**src/sorted_table_insert_search_macros.svh**
```systemverilog
// ----------------------------------------------------------------------------
// sorted table assertion macros
// shared concurrent assertion forms, clocked on clk with async reset arst_n
// ----------------------------------------------------------------------------
`ifndef SORTED_TABLE_INSERT_SEARCH_MACROS_SVH
`define SORTED_TABLE_INSERT_SEARCH_MACROS_SVH

// same-cycle implication
`define STIS_ASSERT_SAME(label, ante, cons, msg) \
	label: assert property (@(posedge clk) disable iff (!arst_n) (ante) |-> (cons)) \
		else $error(msg);

// next-cycle implication
`define STIS_ASSERT_NEXT(label, ante, cons, msg) \
	label: assert property (@(posedge clk) disable iff (!arst_n) (ante) |=> (cons)) \
		else $error(msg);

`endif

```
**src/stis_pkg.sv**
```systemverilog
// ----------------------------------------------------------------------------
// stis_pkg
// shared widths, operation codes and types of the sorted table
// ----------------------------------------------------------------------------
package stis_pkg;

	localparam int DEPTH_DEF = 16;
	localparam int VAL_W     = 32;
	localparam int POS_W     = 4;
	localparam int CNT_W     = 5;
	localparam int SUM_W     = 36;

	typedef enum logic {
		OP_INSERT = 1'b0,
		OP_SEARCH = 1'b1
	} op_t;

	typedef enum logic [1:0] {
		SR_IDLE = 2'b01,
		SR_RUN  = 2'b10
	} srch_state_t;

	// per-cell compare flags against the incoming value
	typedef struct packed {
		logic le;
		logic gt;
		logic eq;
	} cell_cmp_t;

	// bisection result handed to the top level
	typedef struct packed {
		logic             done;
		logic             found;
		logic [POS_W-1:0] pos;
	} srch_res_t;

endpackage

```
**src/stis_cell.sv**
```systemverilog
// ----------------------------------------------------------------------------
// stis_cell
// one table slot: holds an entry, compares it, shifts from its lower neighbor
// ----------------------------------------------------------------------------
module stis_cell (
	input  logic                             clk,
	input  logic                             occupied,
	input  logic                             ins_en,
	input  logic                             le_prev,
	input  logic signed [stis_pkg::VAL_W-1:0] prev_entry,
	input  logic signed [stis_pkg::VAL_W-1:0] value,
	output logic signed [stis_pkg::VAL_W-1:0] entry,
	output stis_pkg::cell_cmp_t               cmp
);
	import stis_pkg::*;

	logic signed [VAL_W-1:0] entry_q;

	always_ff @(posedge clk) begin
		if (ins_en && !cmp.le) begin
			entry_q <= le_prev ? value : prev_entry;
		end
	end

	always_comb begin
		cmp.le = occupied && (entry_q <= value);
		cmp.gt = occupied && (value > entry_q);
		cmp.eq = occupied && (entry_q == value);
	end

	assign entry = entry_q;

endmodule

```
**src/stis_search.sv**
```systemverilog
// ----------------------------------------------------------------------------
// stis_search
// bisection sequencer, one probe per cycle over latched compare flags
// ----------------------------------------------------------------------------
module stis_search #(
	parameter int TABLE_DEPTH = stis_pkg::DEPTH_DEF
) (
	input  logic                             clk,
	input  logic                             arst_n,
	input  logic                             start,
	input  logic [$clog2(TABLE_DEPTH+1)-1:0] count,
	input  logic [TABLE_DEPTH-1:0]           gt_vec,
	input  logic [TABLE_DEPTH-1:0]           eq_vec,
	output logic                             idle,
	output stis_pkg::srch_res_t              res
);
	import stis_pkg::*;

	localparam int CW = $clog2(TABLE_DEPTH + 1);
	localparam int IW = $clog2(TABLE_DEPTH);
	localparam int SW = CW + 2;

	srch_state_t             state_q;
	logic [TABLE_DEPTH-1:0]  gt_q;
	logic [TABLE_DEPTH-1:0]  eq_q;
	logic signed [SW-1:0]    lo_q;
	logic signed [SW-1:0]    hi_q;
	logic [POS_W-1:0]        pos_q;
	logic signed [SW-1:0]    mid_sum;
	logic signed [SW-1:0]    mid;
	logic [IW-1:0]           mid_idx;
	logic                    live;
	logic                    hit;

	always_comb begin
		mid_sum = lo_q + hi_q;
		mid     = mid_sum >>> 1;
		mid_idx = mid[IW-1:0];
		live    = (lo_q <= hi_q);
		hit     = live && eq_q[mid_idx];
	end

	always_ff @(posedge clk or negedge arst_n) begin
		if (!arst_n) begin
			state_q <= SR_IDLE;
		end else begin
			unique case (state_q)
				SR_IDLE: begin
					if (start) begin
						state_q <= SR_RUN;
					end
				end
				SR_RUN: begin
					if (!live || hit) begin
						state_q <= SR_IDLE;
					end
				end
				default: state_q <= SR_IDLE;
			endcase
		end
	end

	always_ff @(posedge clk) begin
		if (state_q == SR_IDLE && start) begin
			gt_q  <= gt_vec;
			eq_q  <= eq_vec;
			lo_q  <= '0;
			hi_q  <= $signed({2'b00, count}) - SW'(1);
			pos_q <= '0;
		end else if (state_q == SR_RUN && live && !hit) begin
			pos_q <= mid[POS_W-1:0];
			if (gt_q[mid_idx]) begin
				lo_q <= mid + SW'(1);
			end else begin
				hi_q <= mid - SW'(1);
			end
		end
	end

	always_comb begin
		idle      = (state_q == SR_IDLE);
		res.done  = (state_q == SR_RUN) && (!live || hit);
		res.found = hit;
		res.pos   = live ? mid[POS_W-1:0] : pos_q;
	end

endmodule

```
**src/sorted_table_insert_search.sv**
```systemverilog
// ----------------------------------------------------------------------------
// sorted_table_insert_search
// ascending table of signed values with ordered insert and bisection search
// ----------------------------------------------------------------------------
// usage:
//   input channel: operation, value with in_valid / in_stall; output channel:
//   found, position, rejected, entry_count, total_sum with out_valid /
//   out_stall. every input transfer gives exactly one output transfer.
//   insert: all cells compare against the value at once and shift larger
//   entries up in the same edge, so the result is registered in the cycle
//   after the transfer and the next item can follow in the next cycle
//   unless the receiver stalls. search: flags latched at the transfer, then
//   one bisection probe a cycle in stis_search; input is held off while
//   the probe loop runs. a waiting result does not block an insert: a new
//   item is taken when the output register is empty or being drained in
//   the same cycle. while the receiver stalls with a result pending,
//   in_stall stays high.
//   reset clears the entry count, the sum and all control state; stored
//   entries are not cleared and are only read below the entry count.
// ----------------------------------------------------------------------------
`include "sorted_table_insert_search_macros.svh"

module sorted_table_insert_search #(
	parameter int TABLE_DEPTH = stis_pkg::DEPTH_DEF
) (
	input  logic                              clk,
	input  logic                              arst_n,
	input  logic                              in_valid,
	output logic                              in_stall,
	input  logic                              operation,
	input  logic signed [stis_pkg::VAL_W-1:0] value,
	output logic                              out_valid,
	input  logic                              out_stall,
	output logic                              found,
	output logic [stis_pkg::POS_W-1:0]        position,
	output logic                              rejected,
	output logic [stis_pkg::CNT_W-1:0]        entry_count,
	output logic signed [stis_pkg::SUM_W-1:0] total_sum
);
	import stis_pkg::*;

	localparam int CW = $clog2(TABLE_DEPTH + 1);

	logic signed [VAL_W-1:0] entry_w [TABLE_DEPTH];
	cell_cmp_t               cmp_w   [TABLE_DEPTH];
	logic [TABLE_DEPTH-1:0]  gt_vec;
	logic [TABLE_DEPTH-1:0]  eq_vec;
	logic [CW-1:0]           count_q;
	logic signed [SUM_W-1:0] sum_q;
	logic                    out_valid_q;
	logic                    found_q;
	logic [POS_W-1:0]        pos_q;
	logic                    rejected_q;
	logic                    accept;
	logic                    is_ins;
	logic                    full;
	logic                    ins_en;
	logic                    srch_start;
	logic                    srch_idle;
	srch_res_t               srch_res;
	logic [POS_W-1:0]        ins_pos;

	assign in_stall   = !srch_idle || (out_valid_q && out_stall);
	assign accept     = in_valid && !in_stall;
	assign is_ins     = (op_t'(operation) == OP_INSERT);
	assign full       = (count_q == CW'(TABLE_DEPTH));
	assign ins_en     = accept && is_ins && !full;
	assign srch_start = accept && !is_ins;

	// cell row
	for (genvar i = 0; i < TABLE_DEPTH; i++) begin : g_cell
		logic                    le_prev;
		logic signed [VAL_W-1:0] prev_entry;
		if (i == 0) begin : g_head
			assign le_prev    = 1'b0;
			assign prev_entry = value;
		end else begin : g_link
			assign le_prev    = cmp_w[i-1].le;
			assign prev_entry = entry_w[i-1];
		end
		stis_cell u_cell (
			.clk        (clk),
			.occupied   (CW'(i) < count_q),
			.ins_en     (ins_en),
			.le_prev    (le_prev),
			.prev_entry (prev_entry),
			.value      (value),
			.entry      (entry_w[i]),
			.cmp        (cmp_w[i])
		);
		assign gt_vec[i] = cmp_w[i].gt;
		assign eq_vec[i] = cmp_w[i].eq;
	end

	// insert slot: first cell that is empty or whose entry is above the value
	always_comb begin
		ins_pos = '0;
		for (int i = 0; i < TABLE_DEPTH; i++) begin
			if (!cmp_w[i].le && (i == 0 || cmp_w[(i == 0) ? 0 : i-1].le)) begin
				ins_pos = ins_pos | POS_W'(i);
			end
		end
	end

	stis_search #(
		.TABLE_DEPTH (TABLE_DEPTH)
	) u_search (
		.clk    (clk),
		.arst_n (arst_n),
		.start  (srch_start),
		.count  (count_q),
		.gt_vec (gt_vec),
		.eq_vec (eq_vec),
		.idle   (srch_idle),
		.res    (srch_res)
	);

	always_ff @(posedge clk or negedge arst_n) begin
		if (!arst_n) begin
			count_q     <= '0;
			sum_q       <= '0;
			out_valid_q <= 1'b0;
		end else begin
			if (ins_en) begin
				count_q <= count_q + CW'(1);
				sum_q   <= sum_q + {{(SUM_W-VAL_W){value[VAL_W-1]}}, value};
			end
			if ((accept && is_ins) || srch_res.done) begin
				out_valid_q <= 1'b1;
			end else if (out_valid_q && !out_stall) begin
				out_valid_q <= 1'b0;
			end
		end
	end

	always_ff @(posedge clk) begin
		if (accept && is_ins) begin
			found_q    <= 1'b0;
			pos_q      <= full ? '0 : ins_pos;
			rejected_q <= full;
		end else if (srch_res.done) begin
			found_q    <= srch_res.found;
			pos_q      <= srch_res.pos;
			rejected_q <= 1'b0;
		end
	end

	assign out_valid   = out_valid_q;
	assign found       = found_q;
	assign position    = pos_q;
	assign rejected    = rejected_q;
	assign entry_count = CNT_W'(count_q);
	assign total_sum   = sum_q;

	`STIS_ASSERT_SAME(a_no_accept_busy, accept, srch_idle, "item taken during search")
	`STIS_ASSERT_SAME(a_count_bound, 1'b1, count_q <= CW'(TABLE_DEPTH), "count over depth")
	`STIS_ASSERT_NEXT(a_count_step, ins_en, count_q == $past(count_q) + CW'(1),
		"insert did not bump count")
	`STIS_ASSERT_SAME(a_reject_full, out_valid_q && rejected_q, full,
		"reject reported with room left")
	`STIS_ASSERT_SAME(a_done_slot, srch_res.done, !out_valid_q,
		"search finished over a pending result")

endmodule
```
**config.mk**
```make
export PLATFORM = sky130hd
export DESIGN_NAME = sorted_table_insert_search
export DESIGN_NICKNAME = d
export VERILOG_FILES = /design/src/stis_pkg.sv /design/src/stis_cell.sv /design/src/stis_search.sv /design/src/sorted_table_insert_search.sv
export VERILOG_INCLUDE_DIRS = /design/src /design/src/src
export SDC_FILE = /design/constraint.sdc
export NUM_CORES = 2
export LEC_CHECK = 0
export ABC_AREA = 1
export ABC_CLOCK_PERIOD_IN_PS = 3950
export BUFFER_PORTS_ARGS = -buffer_cell sky130_fd_sc_hd__buf_2
export CORE_UTILIZATION = 25
export DETAILED_ROUTE_END_ITERATION = 8
export PLACE_DENSITY = 0.5
export SLEW_MARGIN = 20
export SYNTH_ARGS = -nofsm -noshare
export SYNTH_HDL_FRONTEND = slang
export SYNTH_SLANG_ARGS = --single-unit
```
**constraint.sdc**
```tcl
create_clock -name clk -period 3.95 [get_ports clk]
set_input_delay 0.5925 -clock clk [delete_from_list [all_inputs] [get_ports clk]]
set_output_delay 0.5925 -clock clk [all_outputs]
set_load 0.03 [all_outputs]
```
# ---- Word-level counts from Yosys, hierarchy flattened
# Cells that the tools add are included.
# Widths: inputs -> output; s select.
dict set report totals {
  regBits 612
  input_bits 37
  out_inout_bits 49
  elab_cells 276
}
dict set report classes {
  add_sub_neg 6
  magnitude_cmp 50
  n_eq_ne 22
  n_mux 48
  bitwise_logic 1
  reduce_logical 121
}
# operator n
set ops {}
lappend ops {{$eq 32x32->1} 16}
lappend ops {{$gt 32x32->1} 16}
lappend ops {{$le 32x32->1} 16}
lappend ops {{$mux 32} 15}
lappend ops {{$logic_and 1x1->1} 90}
lappend ops {{$mux 4} 12}
lappend ops {{$lt 4x5->1 const A} 8}
lappend ops {{$add 36x36->36} 1}
lappend ops {{$logic_not 1->1} 22}
lappend ops {{$mux 7} 3}
lappend ops {{$lt 3x5->1 const A} 4}
lappend ops {{$mux 3} 4}
lappend ops {{$lt 1x5->1 const A} 2}
lappend ops {{$lt 2x5->1 const A} 2}
lappend ops {{$bmux 1 s4} 2}
lappend ops {{$mux 2} 4}
lappend ops {{$add 6x2->7 const B} 1}
lappend ops {{$add 7x7->7} 1}
lappend ops {{$le 7x7->1} 1}
lappend ops {{$mux 1} 7}
lappend ops {{$sub 6x2->7 const B} 1}
lappend ops {{$ne 2x1->1 const B} 3}
lappend ops {{$reduce_and 2->1} 3}
lappend ops {{$reduce_bool 2->1} 3}
lappend ops {{other kinds (9)} 11}

# ---- Longest topological paths before layout
dict set report depth {
  depth_word 21
  mapped_depth 23
  ltp_nobuf 23
}

# ---- Modules after synthesis
# A second synthesis with hierarchy kept.
dict set report hier_totals {
  cells_unflattened 4670
  area_unflattened_um2 43875.8
}
# module n_inst cells_each area_per_inst_um2 seq_area_each_um2
set modules_own_cells {}
lappend modules_own_cells {stis_cell 16 223 2267.2 960.9}
lappend modules_own_cells {sorted_table_insert_search 1 729 4555.6 1221.2}
lappend modules_own_cells {stis_search 1 373 3045.4 1442.6}

# ---- Worst setup path before layout
# Ideal clock, no wire load.
dict set report synth_timing {
  path_type {input port to flip-flop}
  start {input port value[31] (netlist bit)}
  end {register g_cell[15].u_cell.entry_q[0], enable pin}
  setup_ps 432
  t_arrival_ps 3957
  required_time_ps 3518
  setup_slack_ps -439
  path_stages 13
  n_path_buf 1
  cell_sequence {inv_1 -> clkbuf_1 -> ha_1 -> nand2_1 -> inv_1 -> nor2_1 -> o21a_1 -> nand2_1 -> a21oi_1 -> nand3_1 -> nand2_1 -> nand2_1 -> a21oi_1}
}
dict set report synth_via {
  elab_chain_len 4
}
# item line_no
set synth_rtl {}
lappend synth_rtl {{start: declaration} sorted_table_insert_search.sv:31} ;# input logic signed [stis_pkg::VAL_W-1:0] value,
lappend synth_rtl {{$le 32x32->1} stis_cell.sv:26} ;# cmp.le = occupied && (entry_q <= value);
lappend synth_rtl {{$logic_and 1x1->1} stis_cell.sv:26}
lappend synth_rtl {{$logic_not 1->1} stis_cell.sv:20} ;# if (ins_en && !cmp.le) begin
lappend synth_rtl {{$logic_and 1x1->1} stis_cell.sv:20}
lappend synth_rtl {{end signal: assignment} stis_cell.sv:21} ;# entry_q <= le_prev ? value : prev_entry;
lappend synth_rtl {{end: declaration} stis_cell.sv:17} ;# logic signed [VAL_W-1:0] entry_q;
# No other way between the ends.
# A chain may end at the register's enable or synchronous reset.

# ---- Worst setup path after layout
dict set report layout_timing {
  start {register count_q[1], in the netlist entry_count[1]}
  end {register pos_q[2], in the netlist position[2] (data pin)}
}
dict set report layout_via {
  elab_chain_len 18
  elab_cells_between_ends 51
}
# item line_no
set layout_rtl {}
lappend layout_rtl {{start: declaration} sorted_table_insert_search.sv:48} ;# logic [CW-1:0] count_q;
lappend layout_rtl {{start signal: assignment} sorted_table_insert_search.sv:125} ;# count_q <= count_q + CW'(1);
lappend layout_rtl {{$lt 3x5->1} sorted_table_insert_search.sv:83} ;# .occupied (CW'(i) < count_q),
lappend layout_rtl {{$logic_and 1x1->1} stis_cell.sv:26}
lappend layout_rtl {{$logic_not 1->1} sorted_table_insert_search.sv:99} ;# if (!cmp_w[i].le && (i == 0 || cmp_w[(i == 0) ? 0 : i-1].le)) begin
lappend layout_rtl {{$logic_and 1x1->1} sorted_table_insert_search.sv:99}
lappend layout_rtl {{$mux 3 (4 in series)} sorted_table_insert_search.sv:99}
lappend layout_rtl {{$mux 4 (8 in series)} sorted_table_insert_search.sv:99}
lappend layout_rtl {{$mux 4 (*)} sorted_table_insert_search.sv:139} ;# pos_q <= full ? '0 : ins_pos;
lappend layout_rtl {{$mux 4 (*)} sorted_table_insert_search.sv:137} ;# if (accept && is_ins) begin
lappend layout_rtl {{end signal: assignment} sorted_table_insert_search.sv:139}
lappend layout_rtl {{end signal: assignment} sorted_table_insert_search.sv:143} ;# pos_q <= srch_res.pos;
lappend layout_rtl {{end: declaration} sorted_table_insert_search.sv:52} ;# logic [POS_W-1:0] pos_q;
# Every way passes the cells marked *; elsewhere a longest branch is shown, timed or not.

==> impl_metrics.tcl <==
set metrics [dict create \
    setup_viol 0 \
    coreArea_mm2 0.1569 \
    hold_path_class "input port to asynchronous set/reset pin" \
    tightest_slew_ps 1113 \
    vias 30170 \
    die_area_mm2 0.1603 \
    cts_sinks 612 \
    design_area_mm2 0.04576 \
    dp_slack_ps 399.6 \
    crit_path_end_kind "flop" \
    rows 145 \
    cp.required_ps 4450 \
    first_iter_violations 1299 \
    fin_ws_ps 520.4 \
    setup_tns_ps 0 \
    chipWidth_um 400.4 \
    ys_types 55 \
    fillCellCount 16400 \
    total_leakage_power_nw 19.94 \
    status "finished, final reports clean" \
    grt-ovfl-total 0 \
    placed_area_mm2 0.04349 \
    fin_util 0.2916 \
    max-slew-margin-rel 0.2503 \
    crit_end "position[2]" \
    critical_path_class "flop to flop" \
    pin_count 86 \
    initial_core_util 0.2528 \
    grtUsageTotal 0.1228 \
    area_growth_pct 15.33 \
    ys_seq_elements 612 \
    synth_ff_type "edfxtp_1" \
    netlist_instances 4450 \
    holdWs_ps 45.36 \
    grt_max_degree 65 \
    cts_setup_buffers 0 \
    h-tree-depth 3 \
    synthesis.nets 5055 \
    ant_nets 0 \
    clock_latency_ps 640 \
    power_density_mw_per_mm2 550.4 \
    rsz0062_at_grt "false" \
    antenna_found_initial 0 \
    first_global_vias 29980 \
    cp-startpoint "entry_count[1]" \
    r2r-start "entry_count[1]" \
    rr_worst_depth 13 \
    dp_hpwl_um 78780 \
    synth-async-reset-ratio 0.07190 \
    r2r_end "position[2]" \
    cts_buffer_depth 3 \
    crit_fanout 9 \
    wirelength_um 98930 \
    cap_violations 0 \
    hold_violations 0 \
    r2r_slack_ps 520 \
    cp.arrival_ps 3930 \
    avgSynthCellArea_um2 8.916 \
    drv_slew 0 \
    power.total_mw 25.19 \
    drive_gt1_frac 0.07790 \
    drc 0 \
    place.gp.congestion 0.8934 \
    synth_edf_count 556 \
    nets 5183 \
    cts_hold_buf 0 \
    die-height_um 400.4 \
    yosysSeqAreaShare 0.4547 \
    clk_pin_slew_ps 60 \
    viasPerCell 4.508 \
    firstDrtPassIters 5 \
    port_buffers 85 \
    fin_worst_skew_ps 27.20 \
    cts_root_buffer "clkbuf_16" \
    ir_worst_vdd_mv 0.3860 \
    wl_per_cell_um 14.78 \
    placed_cells 6560 \
    max_freq_mhz 291.6 \
    grt_pass1_wl_um 157800 \
    cts_resized 0 \
    synth.yosys.warnings 0 \
    period_needed_ps 3430 \
    cts_tree "yes" \
    antennaDiodeCount 0 \
    cts_made_buffers 74 \
    syn_area_mm2 0.03968 \
    start_kind "flop" \
    finalCritPeriodShare 0.8683 \
    layout.cells.non_filler 6692 \
]
==> cell usage after synthesis (all sizes together), types with 6 or more instances <==
library cell  number  share of area
o211ai             6         0.0013
nand2           1305           0.12
a31oi             19         0.0030
ha               566           0.18
xor2              21         0.0053
o21a              33         0.0062
nand4             48         0.0076
edfxtp           556           0.42
nor3              21         0.0026
dfrtp             43          0.027
a21oi            313          0.040
a21o              19         0.0036
or2               11         0.0017
inv              304          0.029
clkbuf           100         0.0098
buf               48         0.0064
o21ai            614          0.078
nand3            106          0.014
dfxtp             12         0.0061
nor2             252          0.024
xnor2             14         0.0031
nor4               9         0.0020
==> layout make-up <==
type,count,area [um2],area share
flip-flops and latches,612,18040,0.3942
clock buffers,106,2106,0.04602
inverters,304,1141,0.02494
repair buffers,200,1789,0.03910
multi-input cells,3386,19950,0.4359
clock inverters,26,162.7,0.003555
well taps,2058,2575,0.05627
==> critical path, cell delays in order (launching register included) <==
cell,delay (ps)
dfrtp_1,650
nand2_1,380
o21ai_1,600
inv_1,180
nor3_1,420
and2_1,250
inv_1,50
nand2_1,120
nand2_1,230
nand2_1,150
nor2_1,70
nand2_1,60
nand2_1,50
nand2_1,70
==> worst min-delay path by stage <==
stage	cells past startpoint	endpoint
after global routing	1	total_sum[22]
after global placement	2	u_search.lo_q[6]
final	1	total_sum[22]
after detailed placement	2	u_search.lo_q[6]
after CTS	1	total_sum[22]
after floorplan	0	entry_count[0]
==> state kept, by name, summed over array words and instances (netlist names) <==
register / cells
entry_count: 5
found: 1
g_cell.u_cell.entry: 512
out_valid: 1
position: 4
rejected: 1
total_sum: 36
u_search.eq_q: 16
u_search.gt_q: 16
u_search.hi_q: 7
u_search.lo_q: 7
u_search.pos_q: 4
u_search.state_q: 2
==> logic make-up after synthesis <==
group / synth area share
muxes: 0.0002523
buffers and inverters: 0.04497
xor gates and xnor gates: 0.008389
and+or+nand+nor: 0.1775
DFF: 0.4547
AOI/OAI and AO/OA: 0.1347
adders and majority gates: 0.1795
==> where the power goes <==
part	internal, mW	switching [mW]
clock network	3.76	2.78
registers	8.82	0.586
logic	3.00	6.23
total	15.6	9.60
==> cells in the final DEF (no fill, tap or decap), drive strengths merged, types with 3 or more instances in the layout <==
cell type  Yosys  routed
a21oi        313     313
o21a          33      33
edfxtp       556     556
a31oi         19      19
nand3b         4       4
xor2          21      21
nand3        106     106
nor2         252     252
or2           11      11
nor4           9       9
clkinvlp       0       4
nor3          21      21
nand2       1305    1305
and3           4       4
o21ai        614     614
inv          304     306
o21bai         4       4
clkbuf       100     106
dfxtp         12      12
buf           48     200
a211oi         3       3
o211ai         6       6
a21o          19      19
dfrtp         43      43
xnor2         14      14
nand4         48      48
ha           566     566
clkinv         0      19
==> layer usage <==
layer / routed length (um) / GRT usage
met1: 44750 / 0.1501
met2: 47640 / 0.2179
met3: 3251 / 0.02026
met4: 3281 / 0.04055
met5: 0 / 0
Note: power is estimated with default switching activity, not from simulation.
